## src/rtl/tsa_pkg.sv

```systemverilog
// ----------------------------------------------------------------------------
// tsa_pkg
// Shared types, constants and the checksum fold for the SYN+ACK responder.
// ----------------------------------------------------------------------------
package tsa_pkg;

	localparam logic [15:0] HDR_LEN     = 16'd20;
	localparam logic [7:0]  PROTO_TCP   = 8'd6;
	localparam logic [7:0]  FLAG_SYN    = 8'h02;
	localparam logic [7:0]  FLAG_ACK    = 8'h10;
	localparam logic [7:0]  FLAGS_REPLY = FLAG_SYN | FLAG_ACK;
	localparam int          SYN_BIT     = 1;
	localparam int          ACK_BIT     = 4;
	localparam logic [15:0] IP_ID       = 16'h1234;
	localparam logic [7:0]  IP_TTL      = 8'd64;
	localparam logic [15:0] WINDOW      = 16'hFFFF;
	localparam logic [31:0] INIT_SEQ_RST = 32'h0000_1000;

	// fixed words of the reply headers, summed at elaboration
	localparam logic [19:0] IP_CONST  = 20'h4500 + 20'(2 * HDR_LEN) + 20'(IP_ID)
		+ 20'({IP_TTL, PROTO_TCP});
	localparam logic [19:0] TCP_CONST = 20'(PROTO_TCP) + 20'(HDR_LEN)
		+ 20'({4'(HDR_LEN / 4), 4'h0, FLAGS_REPLY}) + 20'(WINDOW);

	// configuration register indexes
	localparam logic CFG_OUR_MAC     = 1'b0;
	localparam logic CFG_INITIAL_SEQ = 1'b1;

	typedef enum logic [1:0] {
		KIND_SHORT   = 2'd0,
		KIND_ACK     = 2'd1,
		KIND_IGNORED = 2'd2,
		KIND_REPLY   = 2'd3
	} kind_t;

	typedef struct packed {
		kind_t       kind;
		logic [47:0] peer_mac;
		logic [31:0] my_ip;
		logic [31:0] peer_ip;
		logic [15:0] sport;
		logic [15:0] dport;
		logic [31:0] init_seq;
		logic [31:0] ack;
	} hdr_t;

	// end-around carry fold of a 20-bit ones' complement sum, then invert
	function automatic logic [15:0] csum_fold(input logic [19:0] s);
		logic [16:0] f1;
		logic [16:0] f2;
		f1 = 17'(s[15:0]) + 17'(s[19:16]);
		f2 = 17'(f1[15:0]) + 17'(f1[16]);
		return ~f2[15:0];
	endfunction

endpackage

```

## src/rtl/tsa_front.sv

```systemverilog
// ----------------------------------------------------------------------------
// tsa_front
// First stage: registers the segment fields, classifies it and forms the ack.
// ----------------------------------------------------------------------------
module tsa_front import tsa_pkg::*; (
	input  logic        clk,
	input  logic        arst_n,
	input  logic        in_valid,
	output logic        in_ready,
	input  logic [15:0] seg_len,
	input  logic [15:0] src_port,
	input  logic [15:0] dst_port,
	input  logic [31:0] seq_num,
	input  logic [7:0]  flags,
	input  logic [31:0] src_ip,
	input  logic [31:0] dst_ip,
	input  logic [47:0] peer_mac,
	input  logic [31:0] init_seq,
	output logic        out_valid,
	input  logic        out_ready,
	output hdr_t        out_hdr
);

	logic  valid_s1;
	hdr_t  hdr_s1;
	kind_t kind;

	always_comb begin
		if (seg_len < HDR_LEN) begin
			kind = KIND_SHORT;
		end else if (flags[ACK_BIT] && !flags[SYN_BIT]) begin
			kind = KIND_ACK;
		end else if (!flags[SYN_BIT]) begin
			kind = KIND_IGNORED;
		end else begin
			kind = KIND_REPLY;
		end
	end

	assign in_ready = !valid_s1 || out_ready;

	always_ff @(posedge clk or negedge arst_n) begin
		if (!arst_n) begin
			valid_s1 <= 1'b0;
		end else if (in_ready) begin
			valid_s1 <= in_valid;
		end
	end

	always_ff @(posedge clk) begin
		if (in_ready && in_valid) begin
			hdr_s1.kind     <= kind;
			hdr_s1.peer_mac <= peer_mac;
			hdr_s1.my_ip    <= dst_ip;
			hdr_s1.peer_ip  <= src_ip;
			hdr_s1.sport    <= src_port;
			hdr_s1.dport    <= dst_port;
			hdr_s1.init_seq <= init_seq;
			hdr_s1.ack      <= seq_num + 32'd1;
		end
	end

	assign out_valid = valid_s1;
	assign out_hdr   = hdr_s1;

endmodule

```

## src/rtl/tsa_csum.sv

```systemverilog
// ----------------------------------------------------------------------------
// tsa_csum
// Second and third stages: header word sums, then the IPv4 fold and the
// final TCP sum.
// ----------------------------------------------------------------------------
module tsa_csum import tsa_pkg::*; (
	input  logic        clk,
	input  logic        arst_n,
	input  logic        in_valid,
	output logic        in_ready,
	input  hdr_t        in_hdr,
	output logic        out_valid,
	input  logic        out_ready,
	output hdr_t        out_hdr,
	output logic [15:0] ip_csum,
	output logic [19:0] tcp_sum
);

	logic        valid_s2;
	hdr_t        hdr_s2;
	logic [19:0] ip_sum_s2;
	logic [19:0] tcp_a_s2;
	logic [19:0] tcp_b_s2;
	logic        ready_s2;

	logic        valid_s3;
	hdr_t        hdr_s3;
	logic [15:0] ip_csum_s3;
	logic [19:0] tcp_sum_s3;
	logic        ready_s3;

	logic [19:0] addr_sum;

	assign ready_s3 = !valid_s3 || out_ready;
	assign ready_s2 = !valid_s2 || ready_s3;
	assign in_ready = ready_s2;

	// both checksums cover the two addresses
	assign addr_sum = 20'(in_hdr.my_ip[31:16]) + 20'(in_hdr.my_ip[15:0])
		+ 20'(in_hdr.peer_ip[31:16]) + 20'(in_hdr.peer_ip[15:0]);

	always_ff @(posedge clk or negedge arst_n) begin
		if (!arst_n) begin
			valid_s2 <= 1'b0;
			valid_s3 <= 1'b0;
		end else begin
			if (ready_s2) begin
				valid_s2 <= in_valid;
			end
			if (ready_s3) begin
				valid_s3 <= valid_s2;
			end
		end
	end

	always_ff @(posedge clk) begin
		if (ready_s2 && in_valid) begin
			hdr_s2    <= in_hdr;
			ip_sum_s2 <= IP_CONST + addr_sum;
			tcp_a_s2  <= TCP_CONST + addr_sum;
			tcp_b_s2  <= 20'(in_hdr.sport) + 20'(in_hdr.dport)
				+ 20'(in_hdr.init_seq[31:16]) + 20'(in_hdr.init_seq[15:0])
				+ 20'(in_hdr.ack[31:16]) + 20'(in_hdr.ack[15:0]);
		end
		if (ready_s3 && valid_s2) begin
			hdr_s3     <= hdr_s2;
			ip_csum_s3 <= csum_fold(ip_sum_s2);
			tcp_sum_s3 <= tcp_a_s2 + tcp_b_s2;
		end
	end

	assign out_valid = valid_s3;
	assign out_hdr   = hdr_s3;
	assign ip_csum   = ip_csum_s3;
	assign tcp_sum   = tcp_sum_s3;

endmodule

```

## src/rtl/tcp_syn_ack_responder.sv

```systemverilog
// ----------------------------------------------------------------------------
// tcp_syn_ack_responder
// Classifies a parsed TCP segment and builds SYN+ACK reply header fields with
// the IPv4 header checksum and the TCP checksum.
//
//   channel  handshake            content
//   in       in_valid/in_ready    parsed segment fields
//   out      out_valid/out_ready  kind and reply header fields
//   cfg      cfg_we              register index cfg_idx, data cfg_wdata
//
// Four register stages: capture and classify, word sums, IPv4 fold and TCP
// total, TCP fold and output register. One item enters per cycle unless
// back-pressure reaches the input. A stalled output holds each stage that
// is full; an empty stage still takes an item. Reset clears the valid bits
// and sets initial_seq to 0x1000.
// ----------------------------------------------------------------------------
module tcp_syn_ack_responder import tsa_pkg::*; (
	input  logic        clk,
	input  logic        arst_n,
	input  logic        cfg_we,
	input  logic        cfg_idx,
	input  logic [47:0] cfg_wdata,
	input  logic        in_valid,
	output logic        in_ready,
	input  logic [15:0] seg_len,
	input  logic [15:0] src_port,
	input  logic [15:0] dst_port,
	input  logic [31:0] seq_num,
	input  logic [7:0]  flags,
	input  logic [31:0] src_ip,
	input  logic [31:0] dst_ip,
	input  logic [47:0] peer_mac,
	output logic        out_valid,
	input  logic        out_ready,
	output logic [1:0]  kind,
	output logic [47:0] dest_mac,
	output logic [31:0] reply_ip_src,
	output logic [31:0] reply_ip_dst,
	output logic [15:0] ip_checksum,
	output logic [15:0] reply_src_port,
	output logic [15:0] reply_dst_port,
	output logic [31:0] reply_seq,
	output logic [31:0] reply_ack,
	output logic [7:0]  reply_flags,
	output logic [15:0] tcp_checksum
);

	logic [31:0] init_seq_q;

	logic        front_valid;
	logic        front_ready;
	hdr_t        front_hdr;

	logic        csum_valid;
	logic        csum_ready;
	hdr_t        csum_hdr;
	logic [15:0] csum_ip;
	logic [19:0] csum_tcp;

	logic        valid_s4;
	logic        reply;
	kind_t       kind_s4;
	logic [47:0] dest_mac_s4;
	logic [31:0] ip_src_s4;
	logic [31:0] ip_dst_s4;
	logic [15:0] ip_csum_s4;
	logic [15:0] sport_s4;
	logic [15:0] dport_s4;
	logic [31:0] seq_s4;
	logic [31:0] ack_s4;
	logic [7:0]  flags_s4;
	logic [15:0] tcp_csum_s4;

	// our_mac takes part in no result field, so its writes are dropped
	always_ff @(posedge clk or negedge arst_n) begin
		if (!arst_n) begin
			init_seq_q <= INIT_SEQ_RST;
		end else if (cfg_we && cfg_idx == CFG_INITIAL_SEQ) begin
			init_seq_q <= cfg_wdata[31:0];
		end
	end

	tsa_front u_front (
		.clk       (clk),
		.arst_n    (arst_n),
		.in_valid  (in_valid),
		.in_ready  (in_ready),
		.seg_len   (seg_len),
		.src_port  (src_port),
		.dst_port  (dst_port),
		.seq_num   (seq_num),
		.flags     (flags),
		.src_ip    (src_ip),
		.dst_ip    (dst_ip),
		.peer_mac  (peer_mac),
		.init_seq  (init_seq_q),
		.out_valid (front_valid),
		.out_ready (front_ready),
		.out_hdr   (front_hdr)
	);

	tsa_csum u_csum (
		.clk       (clk),
		.arst_n    (arst_n),
		.in_valid  (front_valid),
		.in_ready  (front_ready),
		.in_hdr    (front_hdr),
		.out_valid (csum_valid),
		.out_ready (csum_ready),
		.out_hdr   (csum_hdr),
		.ip_csum   (csum_ip),
		.tcp_sum   (csum_tcp)
	);

	assign csum_ready = !valid_s4 || out_ready;
	assign reply      = (csum_hdr.kind == KIND_REPLY);

	always_ff @(posedge clk or negedge arst_n) begin
		if (!arst_n) begin
			valid_s4 <= 1'b0;
		end else if (csum_ready) begin
			valid_s4 <= csum_valid;
		end
	end

	// fields other than kind read zero when no reply is built
	always_ff @(posedge clk) begin
		if (csum_ready && csum_valid) begin
			kind_s4     <= csum_hdr.kind;
			dest_mac_s4 <= reply ? csum_hdr.peer_mac : '0;
			ip_src_s4   <= reply ? csum_hdr.my_ip : '0;
			ip_dst_s4   <= reply ? csum_hdr.peer_ip : '0;
			ip_csum_s4  <= reply ? csum_ip : '0;
			sport_s4    <= reply ? csum_hdr.dport : '0;
			dport_s4    <= reply ? csum_hdr.sport : '0;
			seq_s4      <= reply ? csum_hdr.init_seq : '0;
			ack_s4      <= reply ? csum_hdr.ack : '0;
			flags_s4    <= reply ? FLAGS_REPLY : '0;
			tcp_csum_s4 <= reply ? csum_fold(csum_tcp) : '0;
		end
	end

	assign out_valid      = valid_s4;
	assign kind           = kind_s4;
	assign dest_mac       = dest_mac_s4;
	assign reply_ip_src   = ip_src_s4;
	assign reply_ip_dst   = ip_dst_s4;
	assign ip_checksum    = ip_csum_s4;
	assign reply_src_port = sport_s4;
	assign reply_dst_port = dport_s4;
	assign reply_seq      = seq_s4;
	assign reply_ack      = ack_s4;
	assign reply_flags    = flags_s4;
	assign tcp_checksum   = tcp_csum_s4;

endmodule
```

## config.mk

```make
export PLATFORM = sky130hd
export DESIGN_NAME = tcp_syn_ack_responder
export DESIGN_NICKNAME = d
export VERILOG_FILES = /design/src/rtl/tsa_pkg.sv /design/src/rtl/tsa_front.sv /design/src/rtl/tsa_csum.sv /design/src/rtl/tcp_syn_ack_responder.sv
export SDC_FILE = /design/constraint.sdc
export NUM_CORES = 1
export LEC_CHECK = 0
export CAP_MARGIN = 10
export CORE_MARGIN = 1
export CORE_UTILIZATION = 25
export CTS_CLUSTER_SIZE = 10
export DETAILED_ROUTE_END_ITERATION = 7
export DONT_BUFFER_PORTS = 1
export GPL_ROUTABILITY_DRIVEN = 0
export PLACE_DENSITY = 0.49
export SYNTH_ARGS = -nofsm -noshare
export SYNTH_HDL_FRONTEND = slang
export SYNTH_SLANG_ARGS = --single-unit
```

## constraint.sdc

```tcl
create_clock -name clk -period 15.4 [get_ports clk]
set_input_delay 2.31 -clock clk [delete_from_list [all_inputs] [get_ports clk]]
set_output_delay 2.31 -clock clk [all_outputs]
set_load 0.01 [all_outputs]
```

# Word level (Yosys, flattened, before mapping)
# Cells that the tools add are included.
[op_classes] multipliers=0 magnitude_cmp=1 muxes=3 n_reduce_logical=16 div=0 eq_ne=1 addsub=16 n_shift=0 n_bitwise=2
[op_table] op="adder 20 x 16 -> 20 bit" count=6
[op_table] op="adder 16 x 16 -> 17 bit" count=2
[op_table] op="adder 16 x 4 -> 17 bit" count=2
[op_table] op="adder 16 x 1 -> 16 bit" count=2
[op_table] op="adder 32 x 1 -> 32 bit (second input constant)" count=1
[op_table] op="inverter 16 bit" count=2
[op_table] op="adder 16 x 20 -> 20 bit (first input constant)" count=1
[op_table] op="adder 17 x 20 -> 20 bit (first input constant)" count=1
[op_table] op="adder 20 bit" count=1
[op_table] op="less-than comparator 16 x 5 -> 1 bit (second input constant)" count=1
[op_table] op="logical AND 1 bit" count=6
[op_table] op="zero test 1 bit" count=5
[op_table] op="two-way mux 5 bit" count=1
[op_table] op="logical OR 1 bit" count=4
[op_table] op="== test 2 bit (second input constant)" count=1
[op_table] op="two-way mux 1 bit" count=2
[op_table] op="OR reduction 2 bit" count=1
[word_totals] romBits=0 memories=0 word_cells=85 latchBits=0 register_bits=1012 input_bits=254 out_inout_bits=252 ramBits=0

# Depth between registers and ports, before layout
# Gate-level depths: netlist of run 1.
[depth] depth_word=6 ltp_mapped=23 depth_no_buf=23

# Cells and area by module
# From an unflattened synthesis of run 1, not the netlist that was laid out.
[unflattened] cells_unflattened=2289 hier_area_um2=39912.0
[by_module_without_submodules] mod="tsa_csum" cells_each=1249 seq_area_each_um2=15514.9 area_per_inst_um2=21784.6 instances=1
[by_module_without_submodules] mod="tcp_syn_ack_responder" cells_each=725 seq_area_each_um2=8124.0 area_per_inst_um2=11074.4 instances=1
[by_module_without_submodules] mod="tsa_front" cells_each=315 seq_area_each_um2=6331.1 area_per_inst_um2=7053.0 instances=1

# Least setup slack after synthesis of run 1
# OpenSTA, ideal clock, no wires.
[synth_timing] kind="input -> register" start="input out_ready" end="register dest_mac_s4[0], in the netlist dest_mac[0] (enable)" path_slack_ns=1.419 path_buffers=0 arrival_time_ns=13.101 setup_time_ns=0.880 required_ns=14.520 stages=2 cell_sequence="nor2b_1 -> nor2b_1"
[synth_via] elab_chain_len=2
[synth_lines] item="from (decl)" line="tcp_syn_ack_responder.sv:34" source="input logic out_ready,"
[synth_lines] item="logical OR 1 bit" line="tcp_syn_ack_responder.sv:115" source="assign csum_ready = !valid_s4 || out_ready;"
[synth_lines] item="logical AND 1 bit" line="tcp_syn_ack_responder.sv:128" source="if (csum_ready && csum_valid) begin"
[synth_lines] item="to (signal assigned)" line="tcp_syn_ack_responder.sv:130" source="dest_mac_s4 <= reply ? csum_hdr.peer_mac : '0;"
[synth_lines] item="to (decl)" line="tcp_syn_ack_responder.sv:63" source="logic [47:0] dest_mac_s4;"
# No other way between the ends.
# A chain may end at the register's enable or synchronous reset.

# Worst setup path in the final report of run 1
[layout_timing] start="register u_front.hdr_s1, in the netlist u_front.out_hdr[144]" end="register u_csum.tcp_a_s2[17] (data pin)"
[layout_via] elab_chain_len=4
[layout_lines] item="from (decl)" line="tsa_front.sv:25" source="hdr_t hdr_s1;"
[layout_lines] item="adder 16 x 16 -> 17 bit" line="tsa_csum.sv:39" source="assign addr_sum = 20'(in_hdr.my_ip[31:16]) + 20'(in_hdr.my_ip[15:0])"
[layout_lines] item="adder 20 x 16 -> 20 bit (2 in series)" line="tsa_csum.sv:40" source="+ 20'(in_hdr.peer_ip[31:16]) + 20'(in_hdr.peer_ip[15:0]);"
[layout_lines] item="adder 17 x 20 -> 20 bit" line="tsa_csum.sv:60" source="tcp_a_s2 <= TCP_CONST + addr_sum;"
[layout_lines] item="to (signal assigned)" line="tsa_csum.sv:60"
[layout_lines] item="to (decl)" line="tsa_csum.sv:22" source="logic [19:0] tcp_a_s2;"
# No other way between the ends.

==> results of run 1 <==
-- state kept, by name, indices dropped and copies added (netlist names), 20 cells and up --
name and cells:
dest_mac 48, u_front.out_hdr 210, u_csum.tcp_sum 20, u_csum.out_hdr 210
reply_ack 32, init_seq_q 32, reply_ip_dst 32, u_csum.hdr_s2 210
reply_ip_src 32, reply_seq 32
-- power breakdown --
part	leakage, nW	internal, mW	switching (mW)	total (mW)
Clock	1.63	1.44	1.06	2.50
Combinational	5.57	0.939	1.47	2.41
Sequential	9.88	3.65	0.290	3.94
-- area by class of cell --
class / instances / area, um^2
Sequential cell: 1002 / 29900
Multi-Input combinational cell: 1193 / 9440
Clock buffer: 155 / 3050
Timing Repair Buffer: 22 / 165
Fill cell: 16100 / 114000
Tap cell: 2160 / 2700
Inverter: 188 / 706
Clock inverter: 20 / 339
Antenna cell: 8 / 20.0
-- layer usage --
metal  routed length (um)  vias to the layer above  track usage (%)
met3                 6910                      177             3.75
li1                     -                     9240                -
met4                 2900                       20             4.43
met1                39800                     9855             13.9
met2                51300                      467             21.3
met5                  135                        -                0
-- worst paths after layout --
path | startpoint | to | slack (ps) | depth (start not counted)
worst min register to register | u_csum.hdr_s2[127]$_DFFE_PP_ | u_csum.out_hdr[127]$_DFFE_PP_ | 380 | 0
worst max-delay path | u_front.out_hdr[144]$_DFFE_PP_ | u_csum.tcp_a_s2[17]$_DFFE_PP_ | 9460 | 19
worst min-delay path | u_csum.hdr_s2[127]$_DFFE_PP_ | u_csum.out_hdr[127]$_DFFE_PP_ | 380 | 0
max in group asynchronous | arst_n | init_seq_q[12]$_DFFE_PN1P_ | 13960 | 0
worst max register to register | u_front.out_hdr[144]$_DFFE_PP_ | u_csum.tcp_a_s2[17]$_DFFE_PP_ | 9460 | 19
min in group asynchronous | arst_n | init_seq_q[30]$_DFFE_PN0P_ | 1260 | 0
-- placed cells by master (no fill, tap or decap), types with 31 or more instances in the layout --
| master | instances |
|---|---|
| dfrtp_1 | 35 |
| edfxtp_1 | 966 |
| nand2_1 | 79 |
| clkbuf_1 | 38 |
| nor2_1 | 69 |
| ha_1 | 103 |
| o21ai_0 | 41 |
| fa_1 | 70 |
| and3_1 | 244 |
| mux2_2 | 32 |
| nand3_1 | 42 |
| clkbuf_16 | 115 |
| xnor2_1 | 98 |
| a21oi_1 | 70 |
| nor3_1 | 31 |
| inv_1 | 188 |
| xor2_1 | 56 |
-- worst reg2reg max path, delay by kind of cell, from the launching register on --
family,cells,cell delay (ps)
AND/OR/NAND/NOR,3,480
flip-flops,1,470
buffers and inverters,2,110
adder cells (fa/ha/maj),4,1360
AO/OA/AOI/OAI,8,2770
XOR/XNOR,2,470
-- metrics by stage --
stage / setup slack, ps / cells / cell area (um^2) / util (%)
final: 9460 / 4748 / 46300 / 28.9
after floorplan: 1420 / 2453 / 40300 / -
after global routing: 9000 / 4745 / 46300 / 28.9
after global placement: 9210 / 4565 / 42900 / 26.8
after detailed placement: 9170 / 4565 / 42900 / 26.8
after CTS: 9400 / 4740 / 46300 / 28.9
-- cell families after synthesis --
kind of cell	count (synthesis)	share of synthesized area, %
DFF	1002	74.2
muxes	35	0.968
adders and majority gates	174	6.70
buffers and inverters	258	2.51
AOI/OAI and AO/OA	246	4.20
other	1	0.00930
xor gates and xnor gates	157	3.52
and+or+nand+nor	575	7.92
==> flow_summary.ini, run 1 <==
[sta]
finClkSkew_ps = 56.9
hold_slack_ps = 380
fmax_mhz = 168
finalWorstPathRequiredPeriod_ps = 5940
worst_pin_slew_ps = 963
finalSetupViolCount = 0
rsz0062_at_grt = false
fin_crit_sh_pct = 38.6
slew-limit-headroom_pct = 35.8
hold_viol = 0
slew_violations = 0
fin_setup_tns_ps = 0

[cts]
post-cts-setup-buffer-count = 0
cts.sinks = 1002
cts_tree = done
clockBufferDepth = 3
htree_levels = 3
hold_buffers = 0
ctsResizeCount = 0
clkLatencyLatePin_ps = 740
path_clk_slew_ps = 60
clock-root-buffer = clkbuf_16
numCtsBuffers = 115

[drt]
routed_wl_um = 101000
ant_nets = 0
drt_iter0_drc = 1261
route.detailed.drc = 0
post_drt_wl_per_cell_um = 21.3
vias_per_cell = 4.16
dr.pass1.iters = 5
num_vias = 19800

[global_routing]
grt_pass1_vias = 20100
grt-ovfl-total = 0
antenna_found_initial = 36
grt_max_degree = 88
grt_pass1_wl_um = 143000
grt_use_total_pct = 12.1

[floorplan]
die_w_um = 404
die_h_um = 404
initial_core_util_pct = 25.1
io_pins = 506
core_area_mm2 = 0.160
die_area_mm2 = 0.163
rows = 147

[synth]
yosys_warnings = 0
post-synth-top-count-cell = edfxtp_1
synth-seq-cells = 1002
synthFlopType = edfxtp_1
syn_area_per_cell_um2 = 16.5
synthCells = 2448
synth_largest_area_cell = edfxtp_1
yosys.area.top_type_share_pct = 71.9
async_flop_share_pct = 3.59
synthesis.area_mm2 = 0.0403
yosysUniqueCellTypes = 84
synth_common_cells = edfxtp_1, and3_1, inv_1
yosys-top-cells-area = edfxtp_1, and3_1, fa_1
ys_seq_area_share_pct = 74.2
synth_edf_count = 966

[layout]
syn_to_final_growth_pct = 14.9
drive_gt1_share_pct = 8.72
num-nets-final = 2949

[power]
power_density_mw_per_mm2 = 191
ir_drop_mv = 0.0940
p_total_mw = 8.86
p_leak_nw = 17.1

[outcome]
status = finished, final reports clean

[worst_setup_path]
critPathKind = reg -> reg
critPathBufInv = 2
worstPathRequired_ps = 15830
start_kind = flop
cp.arrival_ps = 6360
max_stage_delay_ps = 600
cp_cell_sequence = ha_1 > inv_1 > fa_1 > nor2b_1 > o21ai_0 > a21oi_1 > o21ai_0 > a21oi_1 > o41ai_1 > xor2_1 > fa_1 > inv_1 > ha_1 > or2_2 > a21oi_1 > nor2_1 > a211oi_1 > o21ai_0 > xor2_1
cp_slowest_cell = o41ai_1
cp_max_fo = 7
crit_family = compound AO/OA/AOI/OAI gates
end_kind = flop

[min_path]
hold_path_class = reg -> reg

[place]
port_buffers = 0
hpwlAfterDp_um = 72900

[run]
cap_violations = 0
No activity file was read; power rests on OpenSTA's default activity.
==> run 2, diff against run 1 <==
--- a/config.mk
+++ b/config.mk
@@ -12,7 +12,7 @@
 export DETAILED_ROUTE_END_ITERATION = 7
 export DONT_BUFFER_PORTS = 1
 export GPL_ROUTABILITY_DRIVEN = 0
-export PLACE_DENSITY = 0.49
+export PLACE_DENSITY = 0.51
 export SYNTH_ARGS = -nofsm -noshare
 export SYNTH_HDL_FRONTEND = slang
 export SYNTH_SLANG_ARGS = --single-unit
==> constraint.sdc (replaced) <==
create_clock -name clk -period 5.4 [get_ports clk]
set_input_delay 0.81 -clock clk [delete_from_list [all_inputs] [get_ports clk]]
set_output_delay 0.81 -clock clk [all_outputs]
set_load 0.01 [all_outputs]
==> flow_summary.ini, run 2 (synthesized netlist as in run 1, its figures left out) <==
[power]
p_leak_nw = 17.6
power_density_mw_per_mm2 = 559
ir_drop_mv = 0.313
p_total_mw = 26.6

[min_path]
hold_path_class = in -> reg

[worst_setup_path]
end_kind = flop
cp_max_fo = 3
worstPathRequired_ps = 5860
critPathKind = reg -> reg
cp.arrival_ps = 5740
start_kind = flop

[global_routing]
grt_max_degree = 185
antenna_found_initial = 24
grt_use_total_pct = 12.3
grt_pass1_wl_um = 145000
grt_pass1_vias = 20500
grt-ovfl-total = 0

[floorplan]
core_area_mm2 = 0.160
die_area_mm2 = 0.163
rows = 147
die_w_um = 404
io_pins = 506
initial_core_util_pct = 25.1
die_h_um = 404

[run]
cap_violations = 0

[cts]
clockBufferDepth = 3
cts_tree = done
path_clk_slew_ps = 60
numCtsBuffers = 117
clkLatencyLatePin_ps = 750
clock-root-buffer = clkbuf_16
cts.sinks = 1002
htree_levels = 3

[sta]
finalWorstPathRequiredPeriod_ps = 5280
finalSetupViolCount = 0
slew-limit-headroom_pct = 5.01
hold_viol = 0
fmax_mhz = 190
finClkSkew_ps = 67.8
slew_violations = 0
rsz0062_at_grt = true
fin_crit_sh_pct = 97.7
worst_pin_slew_ps = 1420

[drt]
vias_per_cell = 4.16
routed_wl_um = 102000
ant_nets = 0
post_drt_wl_per_cell_um = 21.2
route.detailed.drc = 0
dr.pass1.iters = 5
drt_iter0_drc = 1303
num_vias = 20200

[layout]
fillers = 16000
final_util_pct = 29.7
drive_gt1_share_pct = 14.1
layout_common_cells = edfxtp_1, and3_1, inv_1
syn_to_final_growth_pct = 18.0
final_common_cell = edfxtp_1
num-nets-final = 3039

[place]
port_buffers = 0
hpwlAfterDp_um = 72500

[outcome]
status = finished, final reports clean
==> run 2: cell types whose count changed in the layout (fill, tap and decap cells not counted), sizes merged <==
| cell | before | now |
|---|---|---|
| clkbuf | 155 | 154 |
| clkinvlp | 0 | 2 |
| clkinv | 14 | 18 |
| buf | 22 | 109 |
| dlygate4sd3 | 0 | 1 |
| diode | 8 | 7 |
==> run 2: cell type report <==
class,count,area [um^2],share of cell area (%)
repair buffers,110,941,1.98
clock inverters,26,378,0.794
clock buffers,154,3070,6.45
flip-flops and latches,1002,29900,62.9
inverters,188,706,1.48
well taps,2160,2700,5.68
diodes,7,17.5,0.0368
multi-input cells,1193,9860,20.7
==> run 2: worst paths after layout <==
check                                              startpoint                              to  slack, ps  cells after the start
worst max-delay path            u_front.out_hdr[64]$_DFFE_PP_   u_csum.tcp_b_s2[17]$_DFFE_PP_        120                     23
worst min-delay path                               src_ip[20]  u_front.out_hdr[116]$_DFFE_PP_        150                      0
worst max register to register  u_front.out_hdr[64]$_DFFE_PP_   u_csum.tcp_b_s2[17]$_DFFE_PP_        120                     23
worst min register to register    u_csum.hdr_s2[96]$_DFFE_PP_    u_csum.out_hdr[96]$_DFFE_PP_        390                      0
max in group asynchronous                              arst_n      init_seq_q[12]$_DFFE_PN1P_       4550                      2
min in group asynchronous                              arst_n      init_seq_q[25]$_DFFE_PN0P_        580                      2
==> run 2: routing by layer <==
layer / GRT usage (%) / up-vias / part of all wire (%)
met4: 4.98 / 18 / 3.4
met5: 0 / - / 0.11
met1: 14.4 / 10100 / 40
met2: 20.9 / 490 / 50
li1: - / 9416 / -
met3: 3.86 / 177 / 6.9
==> run 2: through the flow <==
stage	setup slack (ps)	cell area (um^2)	hold slack (ps)	instances	setup TNS [ps]
5_1_grt	-81.8	47600	89.5	4837	-253
4_1_cts	-45.7	47200	55.3	4825	-45.7
2_1_floorplan	336	40400	400	2453	0
3_5_place_dp	-345	43600	405	4643	-1680
3_3_place_gp	-254	43600	401	4643	-1260
6_report	124	47600	151	4840	0
==> run 2: repair_timing <==
item                       in CTS  in global routing
gates resized for setup        27                 54
hold buffers                    2                  0
pin swaps                      11                 54
buffers inserted                0                  8
setup endpoints to repair      10                 18
hold endpoints to repair       36                  0
==> run 2: where the power goes <==
| part | internal, mW | total (mW) | switching [mW] | leakage, nW |
|---|---|---|---|---|
| sequential | 10.4 | 11.3 | 0.859 | 9.88 |
| combinational | 3.57 | 8.10 | 4.53 | 6.10 |
| clock | 4.14 | 7.22 | 3.08 | 1.65 |
==> run 2: critical path: stages, from the launching register on <==
cell and delay, ps:
edfxtp_1 350, ha_2 200, inv_2 50, fa_2 360, nor2b_1 120, o21a_1 160, o21ai_2 80, a21oi_2 150
nand4_1 200, nand2_1 130, nor2_1 70, xnor2_2 370, fa_1 530, fa_2 540, inv_1 60, fa_2 350
inv_2 70, ha_4 190, or3_4 380, o21ai_2 90, a31oi_4 60, a211o_1 280, a21oi_2 130, xnor2_1 80
==> run 3, diff against run 2 <==
--- a/config.mk
+++ b/config.mk
@@ -12,7 +12,7 @@
 export DETAILED_ROUTE_END_ITERATION = 7
 export DONT_BUFFER_PORTS = 1
 export GPL_ROUTABILITY_DRIVEN = 0
-export PLACE_DENSITY = 0.51
+export PLACE_DENSITY = 0.49
 export SYNTH_ARGS = -nofsm -noshare
 export SYNTH_HDL_FRONTEND = slang
 export SYNTH_SLANG_ARGS = --single-unit
==> constraint.sdc (replaced) <==
create_clock -name clk -period 6.7 [get_ports clk]
set_input_delay 1.005 -clock clk [delete_from_list [all_inputs] [get_ports clk]]
set_output_delay 1.005 -clock clk [all_outputs]
set_load 0.01 [all_outputs]
==> flow_summary.ini, run 3 (synthesized netlist as in run 1, its figures left out) <==
[outcome]
status = finished, final reports clean

[worst_setup_path]
worstPathRequired_ps = 7170
cp.arrival_ps = 6300
cp_max_fo = 3
end_kind = flop
critPathKind = reg -> reg
reg2reg_depth = 22
start_kind = flop

[power]
p_leak_nw = 17.1
ir_drop_mv = 0.230
power_density_mw_per_mm2 = 438

[sta]
slew-limit-headroom_pct = 28.5
finalWorstPathRequiredPeriod_ps = 5830
hold_viol = 0
fin_setup_tns_ps = 0
slew_violations = 0
hold_slack_ps = 108
fin_crit_sh_pct = 87.0
rsz0062_at_grt = false
fmax_mhz = 172
worst_pin_slew_ps = 1070
finalSetupViolCount = 0
finClkSkew_ps = 49.7

[layout]
final_util_pct = 28.9
layout_common_cells = edfxtp_1, and3_1, inv_1
num-nets-final = 2944
drive_gt1_share_pct = 8.49
final_common_cell = edfxtp_1
syn_to_final_growth_pct = 14.9

[drt]
drt_iter0_drc = 1210
dr.pass1.iters = 5
route.detailed.drc = 0
vias_per_cell = 4.19
ant_nets = 0
routed_wl_um = 102000
post_drt_wl_per_cell_um = 21.5
num_vias = 19900

[global_routing]
grt_use_total_pct = 12.2
grt_util_met2_pct = 21.0
grt.busiest_layer = met2
grt-ovfl-total = 0
antenna_found_initial = 32
grt_max_degree = 149
grt_use_met1_pct = 14.5
global_route.usage.met3_pct = 3.47
grt_pass1_vias = 19800
grt_pass1_wl_um = 143000

[run]
cap_violations = 0

[cts]
hold_buffers = 1
ctsResizeCount = 0
clock-root-buffer = clkbuf_16
clockBufferDepth = 3
post-cts-setup-buffer-count = 0
cts.sinks = 1002
path_clk_slew_ps = 60
cts_tree = done
numCtsBuffers = 115
clkLatencyLatePin_ps = 750
htree_levels = 3

[place]
hpwlAfterDp_um = 72000
port_buffers = 0

[floorplan]
rows = 147
die_h_um = 404
die_area_mm2 = 0.163
io_pins = 506
die_w_um = 404
initial_core_util_pct = 25.1
core_area_mm2 = 0.160

[min_path]
hold_path_class = in -> async
## run 3: cell count changes in the layout (fill, tap and decap cells not counted), moves of 6 or more
| cell | delta |
|---|---|
| a21oi_1 | +12 |
| a21oi_2 | -11 |
| buf_4 | -92 |
| fa_1 | +8 |
| fa_2 | -8 |
| ha_1 | +9 |
| ha_4 | -7 |
| o21ai_0 | +6 |
| xnor2_1 | +7 |
| xnor2_2 | -7 |
## run 3: metal layers
metal	part of all wire (%)	wire length, um
met1	41	41500
met5	0.098	100
met3	6.3	6370
met2	50	51300
met4	2.5	2560
## run 3: worst max-delay path: stages (launching register included)
cell,delay [ps]
edfxtp_1,350
ha_1,170
inv_1,60
fa_1,390
nor2b_1,130
o21a_1,130
o21ai_0,120
nand2b_1,110
a21oi_1,80
xnor2_1,510
fa_1,620
fa_1,550
inv_1,60
fa_1,500
inv_1,40
ha_1,320
o21ai_0,110
a21boi_0,310
o211ai_1,160
a21boi_0,310
o2111ai_1,170
a31oi_1,260
xor2_1,110
## run 3: cell type report
class / instances / area, um^2
Sequential cell: 1002 / 29900
Inverter: 188 / 706
Clock inverter: 21 / 272
Antenna cell: 5 / 12.5
Fill cell: 16100 / 114000
Multi-Input combinational cell: 1193 / 9440
Tap cell: 2160 / 2700
Timing Repair Buffer: 17 / 240
Clock buffer: 157 / 3070
## run 3: stage by stage
step	cells	cell area, um^2	power, mW	setup slack [ps]
after global routing	4741	46300	21.5	394
after detailed placement	4559	43000	14.9	873
after global placement	4559	43000	14.8	896
after CTS	4738	46300	20.6	872
final	4743	46300	20.3	874
after floorplan	2453	40400	13.1	3.42
## run 3: path summary, 6_finish.rpt
kind / endpoint / slack [ps] / from
min reg2reg: u_csum.out_hdr[16]$_DFFE_PP_ / 400 / u_csum.hdr_s2[16]$_DFFE_PP_
min in group clk: u_front.out_hdr[163]$_DFFE_PP_ / 350 / peer_mac[3]
max in group asynchronous: init_seq_q[30]$_DFFE_PN0P_ / 6370 / arst_n
max: u_csum.tcp_b_s2[16]$_DFFE_PP_ / 870 / u_front.out_hdr[64]$_DFFE_PP_
max reg2reg: u_csum.tcp_b_s2[16]$_DFFE_PP_ / 870 / u_front.out_hdr[64]$_DFFE_PP_
min: init_seq_q[8]$_DFFE_PN0P_ / 110 / arst_n
## run 3: power breakdown
group	switching [mW]	internal, mW	total [mW]
registers	0.681	8.39	9.08
clock network	2.47	3.21	5.67
logic	3.39	2.17	5.56
